## src/hw/rtl/gtp_pkg.sv

```systemverilog
// Shared constants, status codes and the result record of the GTPv1 header parser.
package gtp_pkg;

  localparam int CNT_W = 17;
  localparam logic [CNT_W-1:0] CNT_MAX  = 17'h1FFFF;
  localparam logic [CNT_W-1:0] HDR_MIN  = 17'd8;
  localparam logic [CNT_W-1:0] HDR_CTRL = 17'd12;

  // Flag bits of the first octet
  localparam logic [2:0] FLAG_PN = 3'h1;
  localparam logic [2:0] FLAG_S  = 3'h2;
  localparam logic [2:0] FLAG_E  = 3'h4;
  localparam logic [7:0] PT_BIT  = 8'h10;
  localparam logic [2:0] GTP_VERSION = 3'd1;

  // Byte positions of the fixed header
  localparam logic [CNT_W-1:0] POS_FLAGS = 17'd0;
  localparam logic [CNT_W-1:0] POS_TYPE  = 17'd1;
  localparam logic [CNT_W-1:0] POS_LEN_H = 17'd2;
  localparam logic [CNT_W-1:0] POS_LEN_L = 17'd3;
  localparam logic [CNT_W-1:0] POS_TEID0 = 17'd4;
  localparam logic [CNT_W-1:0] POS_TEID3 = 17'd7;
  localparam logic [CNT_W-1:0] POS_SEQ_H = 17'd8;
  localparam logic [CNT_W-1:0] POS_SEQ_L = 17'd9;
  localparam logic [CNT_W-1:0] POS_NPDU  = 17'd10;
  localparam logic [CNT_W-1:0] POS_NEXT  = 17'd11;

  // Status codes
  localparam logic [1:0] ST_OK      = 2'd0;
  localparam logic [1:0] ST_SHORT   = 2'd1;
  localparam logic [1:0] ST_VERSION = 2'd2;
  localparam logic [1:0] ST_LENGTH  = 2'd3;

  typedef struct packed {
    logic [1:0]       status;
    logic [CNT_W-1:0] header_length;
    logic [7:0]       msg_type;
    logic [15:0]      payload_length;
    logic [31:0]      tunnel_id;
    logic [15:0]      sequence_number;
    logic [7:0]       npdu_number;
    logic [7:0]       first_ext_type;
    logic             ext_flag;
    logic             seq_flag;
    logic             npdu_flag;
  } res_t;

endpackage

```

## src/hw/rtl/gtp_ifs.sv

```systemverilog
// Byte input and result channel interfaces of the GTPv1 header parser.
interface gtp_in_if;
  logic       valid;
  logic       ready;
  logic [7:0] data_byte;
  logic       last_byte;

  modport source (output valid, output data_byte, output last_byte, input ready);
  modport sink   (input valid, input data_byte, input last_byte, output ready);
endinterface

interface gtp_out_if;
  logic        valid;
  logic        ready;
  logic [1:0]  status;
  logic [16:0] header_length;
  logic [7:0]  msg_type;
  logic [15:0] payload_length;
  logic [31:0] tunnel_id;
  logic [15:0] sequence_number;
  logic [7:0]  npdu_number;
  logic [7:0]  first_ext_type;
  logic        ext_flag;
  logic        seq_flag;
  logic        npdu_flag;

  modport source (output valid, output status, output header_length, output msg_type,
                  output payload_length, output tunnel_id, output sequence_number,
                  output npdu_number, output first_ext_type, output ext_flag,
                  output seq_flag, output npdu_flag, input ready);
  modport sink   (input valid, input status, input header_length, input msg_type,
                  input payload_length, input tunnel_id, input sequence_number,
                  input npdu_number, input first_ext_type, input ext_flag,
                  input seq_flag, input npdu_flag, output ready);
endinterface

```

## src/hw/rtl/gtp_v1_header_parser.sv

```systemverilog
// GTPv1 header parser: byte-serial header decode and extension chain walk.
// Throughput: one byte beat per cycle while input is not stalled; a result beat is emitted per buffer.
// The last byte beat is captured in the input register and parsed out of it into the result
//   register, which raises the result beat valid; a held result can keep it in the input register.
// A held result stalls input only when the next buffer's last byte reaches parsing.
// Reset (rst_n low, synchronous) empties both registers and clears the parse state.
module gtp_v1_header_parser (
  input  logic      clk,
  input  logic      rst_n,
  gtp_in_if.sink    in_chan,
  gtp_out_if.source out_chan
);
  import gtp_pkg::*;

  // Input register
  logic       s1_vld_r;
  logic [7:0] s1_data_r;
  logic       s1_last_r;
  logic       s1_adv;
  logic       take;

  // Parse state
  logic [CNT_W-1:0] cnt_r, cnt_nxt;
  logic [2:0]       flags_r, flags_nxt;
  logic             early_r, early_nxt;
  logic [7:0]       type_r, type_nxt;
  logic [15:0]      len_r, len_nxt;
  logic [31:0]      teid_r, teid_nxt;
  logic [15:0]      seq_r, seq_nxt;
  logic [7:0]       npdu_r, npdu_nxt;
  logic [7:0]       fext_r, fext_nxt;
  logic [7:0]       pend_r, pend_nxt;
  logic [CNT_W-1:0] xstart_r, xstart_nxt;
  logic [CNT_W-1:0] xend_r, xend_nxt;
  logic             werr_r, werr_nxt;

  // Updated values for the byte in the input register
  logic [CNT_W-1:0] u_cnt;
  logic [2:0]       u_flags;
  logic             u_early;
  logic [7:0]       u_type;
  logic [15:0]      u_len;
  logic [31:0]      u_teid;
  logic [15:0]      u_seq;
  logic [7:0]       u_npdu;
  logic [7:0]       u_fext;
  logic [7:0]       u_pend;
  logic [CNT_W-1:0] u_xstart;
  logic [CNT_W-1:0] u_xend;
  logic             u_werr;

  logic [CNT_W-1:0] total_old;
  logic [CNT_W-1:0] total_new;
  logic [9:0]       ext_n;
  logic [CNT_W:0]   ext_sum;

  // Result register
  logic out_vld_r, out_vld_nxt;
  res_t res_r;
  res_t res_nxt;
  logic any_flag;

  // Advance the input register unless a last byte would overwrite a held result
  assign s1_adv = s1_vld_r && !(s1_last_r && out_vld_r && !out_chan.ready);
  assign in_chan.ready = !s1_vld_r || s1_adv;
  assign take = in_chan.valid && in_chan.ready;

  always_ff @(posedge clk) begin
    if (!rst_n) begin
      s1_vld_r <= 1'b0;
    end else if (in_chan.ready) begin
      s1_vld_r <= in_chan.valid;
    end
  end

  always_ff @(posedge clk) begin
    if (take) begin
      s1_data_r <= in_chan.data_byte;
      s1_last_r <= in_chan.last_byte;
    end
  end

  // Decode one byte by its position
  assign total_old = HDR_MIN + {1'b0, len_r};
  assign ext_n     = {s1_data_r, 2'b00};
  assign ext_sum   = {1'b0, xstart_r} + {{(CNT_W-9){1'b0}}, ext_n};

  always_comb begin
    u_cnt    = (cnt_r < CNT_MAX) ? cnt_r + 17'd1 : cnt_r;
    u_flags  = flags_r;
    u_early  = early_r;
    u_type   = type_r;
    u_len    = len_r;
    u_teid   = teid_r;
    u_seq    = seq_r;
    u_npdu   = npdu_r;
    u_fext   = fext_r;
    u_pend   = pend_r;
    u_xstart = xstart_r;
    u_xend   = xend_r;
    u_werr   = werr_r;
    case (cnt_r)
      POS_FLAGS: begin
        u_flags = s1_data_r[2:0];
        u_early = (s1_data_r[7:5] != GTP_VERSION) || ((s1_data_r & PT_BIT) == 8'h00);
      end
      POS_TYPE:  u_type = s1_data_r;
      POS_LEN_H: u_len  = {s1_data_r, 8'h00};
      POS_LEN_L: u_len  = {len_r[15:8], s1_data_r};
      POS_TEID0, 17'd5, 17'd6, POS_TEID3: u_teid = {teid_r[23:0], s1_data_r};
      POS_SEQ_H: u_seq  = {s1_data_r, 8'h00};
      POS_SEQ_L: u_seq  = {seq_r[15:8], s1_data_r};
      POS_NPDU:  u_npdu = s1_data_r;
      POS_NEXT: begin
        u_fext = s1_data_r;
        if ((flags_r & FLAG_E) != 3'h0) begin
          u_pend = s1_data_r;
        end
      end
      default: begin
        // Walk the extension chain: length octet, then next-type octet
        if (!werr_r && pend_r != 8'h00) begin
          if (xend_r != '0) begin
            if (cnt_r == xend_r) begin
              u_pend   = s1_data_r;
              u_xstart = cnt_r + 17'd1;
              u_xend   = '0;
            end
          end else if (cnt_r == xstart_r) begin
            if (xstart_r >= total_old || ext_n == 10'd0 ||
                ext_sum > {1'b0, total_old}) begin
              u_werr = 1'b1;
            end else begin
              u_xend = ext_sum[CNT_W-1:0] - 17'd1;
            end
          end
        end
      end
    endcase
  end

  // Hold, advance, or return to reset after the last byte
  always_comb begin
    cnt_nxt = cnt_r;   flags_nxt = flags_r; early_nxt = early_r; type_nxt = type_r;
    len_nxt = len_r;   teid_nxt = teid_r;   seq_nxt = seq_r;     npdu_nxt = npdu_r;
    fext_nxt = fext_r; pend_nxt = pend_r;   xstart_nxt = xstart_r;
    xend_nxt = xend_r; werr_nxt = werr_r;
    if (s1_adv) begin
      if (s1_last_r) begin
        cnt_nxt = '0;    flags_nxt = '0; early_nxt = 1'b0; type_nxt = '0;
        len_nxt = '0;    teid_nxt = '0;  seq_nxt = '0;     npdu_nxt = '0;
        fext_nxt = '0;   pend_nxt = '0;  xstart_nxt = HDR_CTRL;
        xend_nxt = '0;   werr_nxt = 1'b0;
      end else begin
        cnt_nxt = u_cnt;   flags_nxt = u_flags; early_nxt = u_early; type_nxt = u_type;
        len_nxt = u_len;   teid_nxt = u_teid;   seq_nxt = u_seq;     npdu_nxt = u_npdu;
        fext_nxt = u_fext; pend_nxt = u_pend;   xstart_nxt = u_xstart;
        xend_nxt = u_xend; werr_nxt = u_werr;
      end
    end
  end

  always_ff @(posedge clk) begin
    if (!rst_n) begin
      cnt_r <= '0;    flags_r <= '0; early_r <= 1'b0; type_r <= '0;
      len_r <= '0;    teid_r <= '0;  seq_r <= '0;     npdu_r <= '0;
      fext_r <= '0;   pend_r <= '0;  xstart_r <= HDR_CTRL;
      xend_r <= '0;   werr_r <= 1'b0;
    end else begin
      cnt_r <= cnt_nxt;   flags_r <= flags_nxt; early_r <= early_nxt; type_r <= type_nxt;
      len_r <= len_nxt;   teid_r <= teid_nxt;   seq_r <= seq_nxt;     npdu_r <= npdu_nxt;
      fext_r <= fext_nxt; pend_r <= pend_nxt;   xstart_r <= xstart_nxt;
      xend_r <= xend_nxt; werr_r <= werr_nxt;
    end
  end

  // Build the result from the updated state, checks in priority order
  assign total_new = HDR_MIN + {1'b0, u_len};
  assign any_flag  = u_flags != 3'h0;

  always_comb begin
    logic fields;
    logic opt;
    fields  = 1'b0;
    opt     = 1'b0;
    res_nxt = '0;
    if (u_cnt < HDR_MIN) begin
      res_nxt.status = ST_SHORT;
    end else if (u_early) begin
      res_nxt.status = ST_VERSION;
    end else if (total_new > u_cnt) begin
      res_nxt.status = ST_LENGTH;
      fields = 1'b1;
    end else if (any_flag && total_new < HDR_CTRL) begin
      res_nxt.status = ST_LENGTH;
      fields = 1'b1;
    end else if (any_flag && (u_werr || u_pend != 8'h00)) begin
      res_nxt.status = ST_LENGTH;
      fields = 1'b1;
      opt    = 1'b1;
    end else begin
      res_nxt.status = ST_OK;
      fields = 1'b1;
      opt    = any_flag;
      res_nxt.header_length = any_flag ? u_xstart : HDR_MIN;
    end
    if (fields) begin
      res_nxt.msg_type       = u_type;
      res_nxt.payload_length = u_len;
      res_nxt.tunnel_id      = u_teid;
      res_nxt.ext_flag       = u_flags[2];
      res_nxt.seq_flag       = u_flags[1];
      res_nxt.npdu_flag      = u_flags[0];
    end
    if (opt) begin
      if ((u_flags & FLAG_S) != 3'h0)  res_nxt.sequence_number = u_seq;
      if ((u_flags & FLAG_PN) != 3'h0) res_nxt.npdu_number     = u_npdu;
      if ((u_flags & FLAG_E) != 3'h0)  res_nxt.first_ext_type  = u_fext;
    end
  end

  // Load the result register on the last byte, drop it once taken
  always_comb begin
    out_vld_nxt = out_vld_r;
    if (s1_adv && s1_last_r) begin
      out_vld_nxt = 1'b1;
    end else if (out_chan.ready) begin
      out_vld_nxt = 1'b0;
    end
  end

  always_ff @(posedge clk) begin
    if (!rst_n) begin
      out_vld_r <= 1'b0;
    end else begin
      out_vld_r <= out_vld_nxt;
    end
  end

  always_ff @(posedge clk) begin
    if (s1_adv && s1_last_r) begin
      res_r <= res_nxt;
    end
  end

  assign out_chan.valid           = out_vld_r;
  assign out_chan.status          = res_r.status;
  assign out_chan.header_length   = res_r.header_length;
  assign out_chan.msg_type        = res_r.msg_type;
  assign out_chan.payload_length  = res_r.payload_length;
  assign out_chan.tunnel_id       = res_r.tunnel_id;
  assign out_chan.sequence_number = res_r.sequence_number;
  assign out_chan.npdu_number     = res_r.npdu_number;
  assign out_chan.first_ext_type  = res_r.first_ext_type;
  assign out_chan.ext_flag        = res_r.ext_flag;
  assign out_chan.seq_flag        = res_r.seq_flag;
  assign out_chan.npdu_flag       = res_r.npdu_flag;

endmodule

```

## src/flat_wrapper.sv

```systemverilog
// flat-port wrapper written by rule: the top's interface ports become plain ports
module gtp_v1_header_parser_flat import gtp_pkg::*;
  (clk, rst_n, in_chan_valid, in_chan_data_byte, in_chan_last_byte, in_chan_ready, out_chan_valid, out_chan_status, out_chan_header_length, out_chan_msg_type, out_chan_payload_length, out_chan_tunnel_id, out_chan_sequence_number, out_chan_npdu_number, out_chan_first_ext_type, out_chan_ext_flag, out_chan_seq_flag, out_chan_npdu_flag, out_chan_ready);
  gtp_in_if in_chan_i ();
  gtp_out_if out_chan_i ();
  input  logic clk;
  input  logic rst_n;
  input wire logic [$bits(in_chan_i.valid)-1:0] in_chan_valid;
  input wire logic [$bits(in_chan_i.data_byte)-1:0] in_chan_data_byte;
  input wire logic [$bits(in_chan_i.last_byte)-1:0] in_chan_last_byte;
  output wire logic [$bits(in_chan_i.ready)-1:0] in_chan_ready;
  output wire logic [$bits(out_chan_i.valid)-1:0] out_chan_valid;
  output wire logic [$bits(out_chan_i.status)-1:0] out_chan_status;
  output wire logic [$bits(out_chan_i.header_length)-1:0] out_chan_header_length;
  output wire logic [$bits(out_chan_i.msg_type)-1:0] out_chan_msg_type;
  output wire logic [$bits(out_chan_i.payload_length)-1:0] out_chan_payload_length;
  output wire logic [$bits(out_chan_i.tunnel_id)-1:0] out_chan_tunnel_id;
  output wire logic [$bits(out_chan_i.sequence_number)-1:0] out_chan_sequence_number;
  output wire logic [$bits(out_chan_i.npdu_number)-1:0] out_chan_npdu_number;
  output wire logic [$bits(out_chan_i.first_ext_type)-1:0] out_chan_first_ext_type;
  output wire logic [$bits(out_chan_i.ext_flag)-1:0] out_chan_ext_flag;
  output wire logic [$bits(out_chan_i.seq_flag)-1:0] out_chan_seq_flag;
  output wire logic [$bits(out_chan_i.npdu_flag)-1:0] out_chan_npdu_flag;
  input wire logic [$bits(out_chan_i.ready)-1:0] out_chan_ready;
  assign in_chan_i.valid = in_chan_valid;
  assign in_chan_i.data_byte = in_chan_data_byte;
  assign in_chan_i.last_byte = in_chan_last_byte;
  assign in_chan_ready = in_chan_i.ready;
  assign out_chan_valid = out_chan_i.valid;
  assign out_chan_status = out_chan_i.status;
  assign out_chan_header_length = out_chan_i.header_length;
  assign out_chan_msg_type = out_chan_i.msg_type;
  assign out_chan_payload_length = out_chan_i.payload_length;
  assign out_chan_tunnel_id = out_chan_i.tunnel_id;
  assign out_chan_sequence_number = out_chan_i.sequence_number;
  assign out_chan_npdu_number = out_chan_i.npdu_number;
  assign out_chan_first_ext_type = out_chan_i.first_ext_type;
  assign out_chan_ext_flag = out_chan_i.ext_flag;
  assign out_chan_seq_flag = out_chan_i.seq_flag;
  assign out_chan_npdu_flag = out_chan_i.npdu_flag;
  assign out_chan_i.ready = out_chan_ready;
  gtp_v1_header_parser u_core (.clk(clk), .rst_n(rst_n), .in_chan(in_chan_i), .out_chan(out_chan_i));
endmodule
```

## config.mk

```make
export PLATFORM = sky130hd
export DESIGN_NAME = gtp_v1_header_parser_flat
export DESIGN_NICKNAME = d
export VERILOG_FILES = /design/src/hw/rtl/gtp_pkg.sv /design/src/hw/rtl/gtp_ifs.sv /design/src/hw/rtl/gtp_v1_header_parser.sv /design/src/flat_wrapper.sv
export SDC_FILE = /design/constraint.sdc
export NUM_CORES = 1
export LEC_CHECK = 0
export ABC_CLOCK_PERIOD_IN_PS = 10400
export BUFFER_PORTS_ARGS = -buffer_cell sky130_fd_sc_hd__buf_2
export CORE_MARGIN = 2
export CORE_UTILIZATION = 65
export CTS_CLUSTER_DIAMETER = 200
export DETAILED_ROUTE_END_ITERATION = 8
export GPL_TIMING_DRIVEN = 0
export HOLD_SLACK_MARGIN = 0.02
export PLACE_DENSITY = 0.86
export SYNTH_ARGS = -nofsm -noshare
export SYNTH_HDL_FRONTEND = slang
export SYNTH_SLANG_ARGS = --single-unit
```

## constraint.sdc

```tcl
create_clock -name clk -period 10.4 [get_ports clk]
set_input_delay 1.56 -clock clk [delete_from_list [all_inputs] [get_ports clk]]
set_output_delay 1.56 -clock clk [all_outputs]
set_load 0.02 [all_outputs]
```

==> impl_metrics.json <==
{
  "final_min_period_over_clock_period": 0.661,
  "timing.clock.skew_ns": 0.0234,
  "clk_path_buf_depth": 3,
  "grt_pass1_wl_mm": 70.8,
  "mappedNetlistArea_sq_um": 14800,
  "power.combinational.fraction": 0.062,
  "number_of_sinks_handled_by_clock_tree_synthesis": 273,
  "cts-hold-fix-buffers": 0,
  "die-area_sq_um": 24100,
  "hold_viol_final": 0,
  "synth_area_leaders": "sky130_fd_sc_hd__edfxtp_1, sky130_fd_sc_hd__dfxtp_1, sky130_fd_sc_hd__a22oi_1",
  "synth_warnings": 0,
  "cts_resized": 0,
  "die_height_um": 155,
  "detail_route.wirelength_mm": 46.2,
  "ios": 125,
  "cell_with_the_largest_stage_delay_on_the_worst_path": "sky130_fd_sc_hd__a2111oi_0",
  "power_consumption_w": 0.00226,
  "tritoncts.num_buffers": 28,
  "std_cell_rows": 55,
  "postSynthAreaPerCell_sq_um": 9.15,
  "initial_core_utilization": 0.659,
  "core_sq_um": 22500,
  "first_global_vias": 12922,
  "start_kind": "register",
  "drt_drc_violations_left": 0,
  "cts_max_level": 1,
  "antenna_violations_before_repair": 1,
  "power_leakage_nw": 6.12,
  "grt_use_total": 0.376,
  "gp_congestion": 1.02,
  "slew_violations": 0,
  "maxUsedRoutingLayer": "met5",
  "fmax_ghz": 0.146,
  "cts.root.buffer_cell": "sky130_fd_sc_hd__clkbuf_16",
  "crit_required_ns": 10.61,
  "final_common_cell": "sky130_fd_sc_hd__nor2_1",
  "setup.worst_path.end_class": "register",
  "flops_latches_synth": 273,
  "finalNetCount": 1856,
  "timing_worst_setup_path_type": "register to register",
  "critical_path_arrival_ns": 7.08,
  "vias_per_cell": 6.59,
  "max_slew_margin": 0.324,
  "max_slew.worst_pin.slew_ns": 1.01,
  "detailedRoute.firstPassIterationCount": 8,
  "global_route_congestion_overflow_total": 0,
  "drive_gt1_frac": 0.122,
  "wire_per_inst_um": 22.2,
  "die_width_um": 155,
  "met3_length_mm": 5.82,
  "syn_inst": 1622,
  "grt_max_degree": 60,
  "place.detailed.hpwl_mm": 33.7,
  "cts_tree": "done",
  "route.antenna.remaining_nets": 0,
  "max-cap-violations": 0,
  "route.met2.wl_mm": 20.1,
  "cts.clk_slew.worst_paths_ns": 0.07,
  "clock_insertion_delay_at_the_later_pin_of_the_skew_report_ns": 0.56,
  "totalNegativeSetupSlack_ns": 0,
  "ys_async_sr_fraction": 0,
  "pwr_cell_area_nw_per_um2": 135,
  "wl_met1_mm": 17.9,
  "final_cell_mix": "sky130_fd_sc_hd__nor2_1, sky130_fd_sc_hd__nand2_1, sky130_fd_sc_hd__dfxtp_1",
  "ys.flop_type": "sky130_fd_sc_hd__dfxtp_1",
  "netlist.area_leader.share": 0.241,
  "drc_violation_total_after_the_first_tritonroute_iteration": 1529,
  "synth.yosys.seq_area_share": 0.449,
  "p_int_w": 0.00173,
  "cts_setup_buffers": 0,
  "critical_path.cell_chain": "ha_1 -> clkbuf_1 -> clkbuf_1 -> clkbuf_1 -> o21ai_1 -> a22oi_1 -> inv_1 -> ha_1 -> inv_1 -> a221oi_1 -> xor2_1 -> inv_1 -> ha_1 -> and4_1 -> a2111oi_0 -> a31oi_1 -> a2111oi_0 -> a31o_2 -> o211ai_4 -> a2111oi_0",
  "cp_max_stage_delay_ns": 0.76,
  "vias": 13742,
  "pwr-share-seq": 0.502,
  "antenna_cells_inserted": 0,
  "yosysUniqueCellTypes": 82,
  "syn-num-nets": 1701,
  "classification_of_the_worst_slack_hold_path": "register to register",
  "synthToLayoutAreaGrowth_pct": 12.8,
  "clock_power_share": 0.435,
  "min_period_ns": 6.87,
  "netSwitchingFraction": 0.234,
  "setup_viol_count_final": 0,
  "outcome": "finished, final reports clean",
  "netSwitchingPower_w": 0.000528,
  "ir_worst_vdd_uv": 134,
  "synth_top_area_cell": "sky130_fd_sc_hd__edfxtp_1",
  "place.port_buffers": 124,
  "setup_repair_after_global_routing_missed_its_margin": "no",
  "edff_count_synth": 119,
  "largest_driver_fanout_on_the_critical_path": 10
}
kinds of logic after synthesis:
| family | after synthesis | share of synthesized area |
|---|---|---|
| AND/OR/NAND/NOR | 609 | 0.193 |
| flip-flops | 273 | 0.449 |
| multiplexers | 30 | 0.0205 |
| buffers and inverters | 149 | 0.0416 |
| adder cells (fa/ha/maj) | 66 | 0.0562 |
| XOR/XNOR | 86 | 0.0508 |
| AO/OA/AOI/OAI | 409 | 0.189 |
metrics by stage:
step                instances  setup WS (ns)  utilization  hold WS (ns)  cell area (sq um)
floorplan                1622           5.52            -         0.455              14800
global placement         2031           3.85        0.703         0.475              15800
detailed placement       2032           3.83        0.704         0.480              15900
CTS                      2084           3.73        0.744         0.494              16700
global route             2084           3.16        0.744         0.536              16700
finish                   2084           3.53        0.744         0.500              16700
worst paths after layout:
| check | start | cells after the start | slack [ns] | endpoint |
|---|---|---|---|---|
| setup / recovery | u_core.cnt_r[0] | 20 | 3.53 | u_core.out_chan.header_length[11] |
| hold / removal | u_core.early_r | 2 | 0.50 | u_core.early_r |
| setup reg to reg | u_core.cnt_r[0] | 20 | 3.53 | u_core.out_chan.header_length[11] |
| hold reg to reg | u_core.early_r | 2 | 0.50 | u_core.early_r |
layout make-up:
| class | count | area [sq um] |
|---|---|---|
| Fill cell | 1634 | 5760 |
| Clock buffer | 37 | 776 |
| Sequential cell | 273 | 6660 |
| Timing Repair Buffer | 125 | 648 |
| Multi-Input combinational cell | 1200 | 7570 |
| Tap cell | 285 | 357 |
| Inverter | 37 | 139 |
| Buffer | 112 | 478 |
| Clock inverter | 15 | 121 |
state kept, by name, summed over array words and instances (netlist names), 2 cells and up:
register / cells
u_core.cnt_r: 17
u_core.s1_data_r: 8
u_core.out_chan.payload_length: 16
u_core.out_chan.tunnel_id: 32
u_core.out_chan.msg_type: 8
u_core.type_r: 8
u_core.out_chan.first_ext_type: 8
u_core.xstart_r: 17
u_core.xend_r: 17
u_core.flags_r: 3
u_core.out_chan.status: 2
u_core.len_r: 16
u_core.pend_r: 8
u_core.teid_r: 32
u_core.fext_r: 8
u_core.out_chan.header_length: 17
u_core.out_chan.sequence_number: 16
u_core.npdu_r: 8
u_core.out_chan.npdu_number: 8
u_core.seq_r: 16
synthesized netlist by cell type, types with 7 or more instances:
library cell and count:
sky130_fd_sc_hd__edfxtp_1 119, sky130_fd_sc_hd__inv_1 32, sky130_fd_sc_hd__nand4_1 27, sky130_fd_sc_hd__nand3_1 29
sky130_fd_sc_hd__and2_1 13, sky130_fd_sc_hd__o21ai_0 37, sky130_fd_sc_hd__o21ai_1 10, sky130_fd_sc_hd__o21a_1 10
sky130_fd_sc_hd__mux2i_1 27, sky130_fd_sc_hd__a2111oi_0 7, sky130_fd_sc_hd__buf_2 16, sky130_fd_sc_hd__nand2_1 174
sky130_fd_sc_hd__ha_1 65, sky130_fd_sc_hd__o2bb2ai_1 7, sky130_fd_sc_hd__xor2_1 24, sky130_fd_sc_hd__and3_1 16
sky130_fd_sc_hd__a21oi_1 113, sky130_fd_sc_hd__a31oi_1 13, sky130_fd_sc_hd__nor4_1 10, sky130_fd_sc_hd__dfxtp_1 154
sky130_fd_sc_hd__nor2b_1 37, sky130_fd_sc_hd__nor3_1 36, sky130_fd_sc_hd__a22oi_1 134, sky130_fd_sc_hd__nand2b_1 10
sky130_fd_sc_hd__nor2_1 216, sky130_fd_sc_hd__clkbuf_1 85, sky130_fd_sc_hd__xnor2_1 62, sky130_fd_sc_hd__a21o_1 20
power groups by stage:
stage	Combinational [W]	Clock, W	Sequential (W)
floorplan	0.0000789	0	0.00117
global route	0.000149	0.00102	0.00114
global placement	0.000131	0	0.00116
CTS	0.000136	0.000984	0.00114
finish	0.000141	0.000985	0.00114
detailed placement	0.000135	0	0.00116
worst max-delay path, delay by kind of cell, from the launching register on:
family / cells / cell delay, ns
AO/OA/AOI/OAI: 9 / 3.15
XOR/XNOR: 1 / 0.28
adder cells (fa/ha/maj): 3 / 0.70
buffers and inverters: 6 / 1.79
flip-flops: 1 / 0.37
AND/OR/NAND/NOR: 1 / 0.22
per-layer routing:
| layer | global-route usage | vias up |
|---|---|---|
| met1 | 0.499 | 6396 |
| met2 | 0.580 | 975 |
| met3 | 0.0992 | 192 |
| met5 | 0 | - |
| met4 | 0.172 | 2 |
| li1 | - | 6177 |
Power figures use the tool's default switching activity.
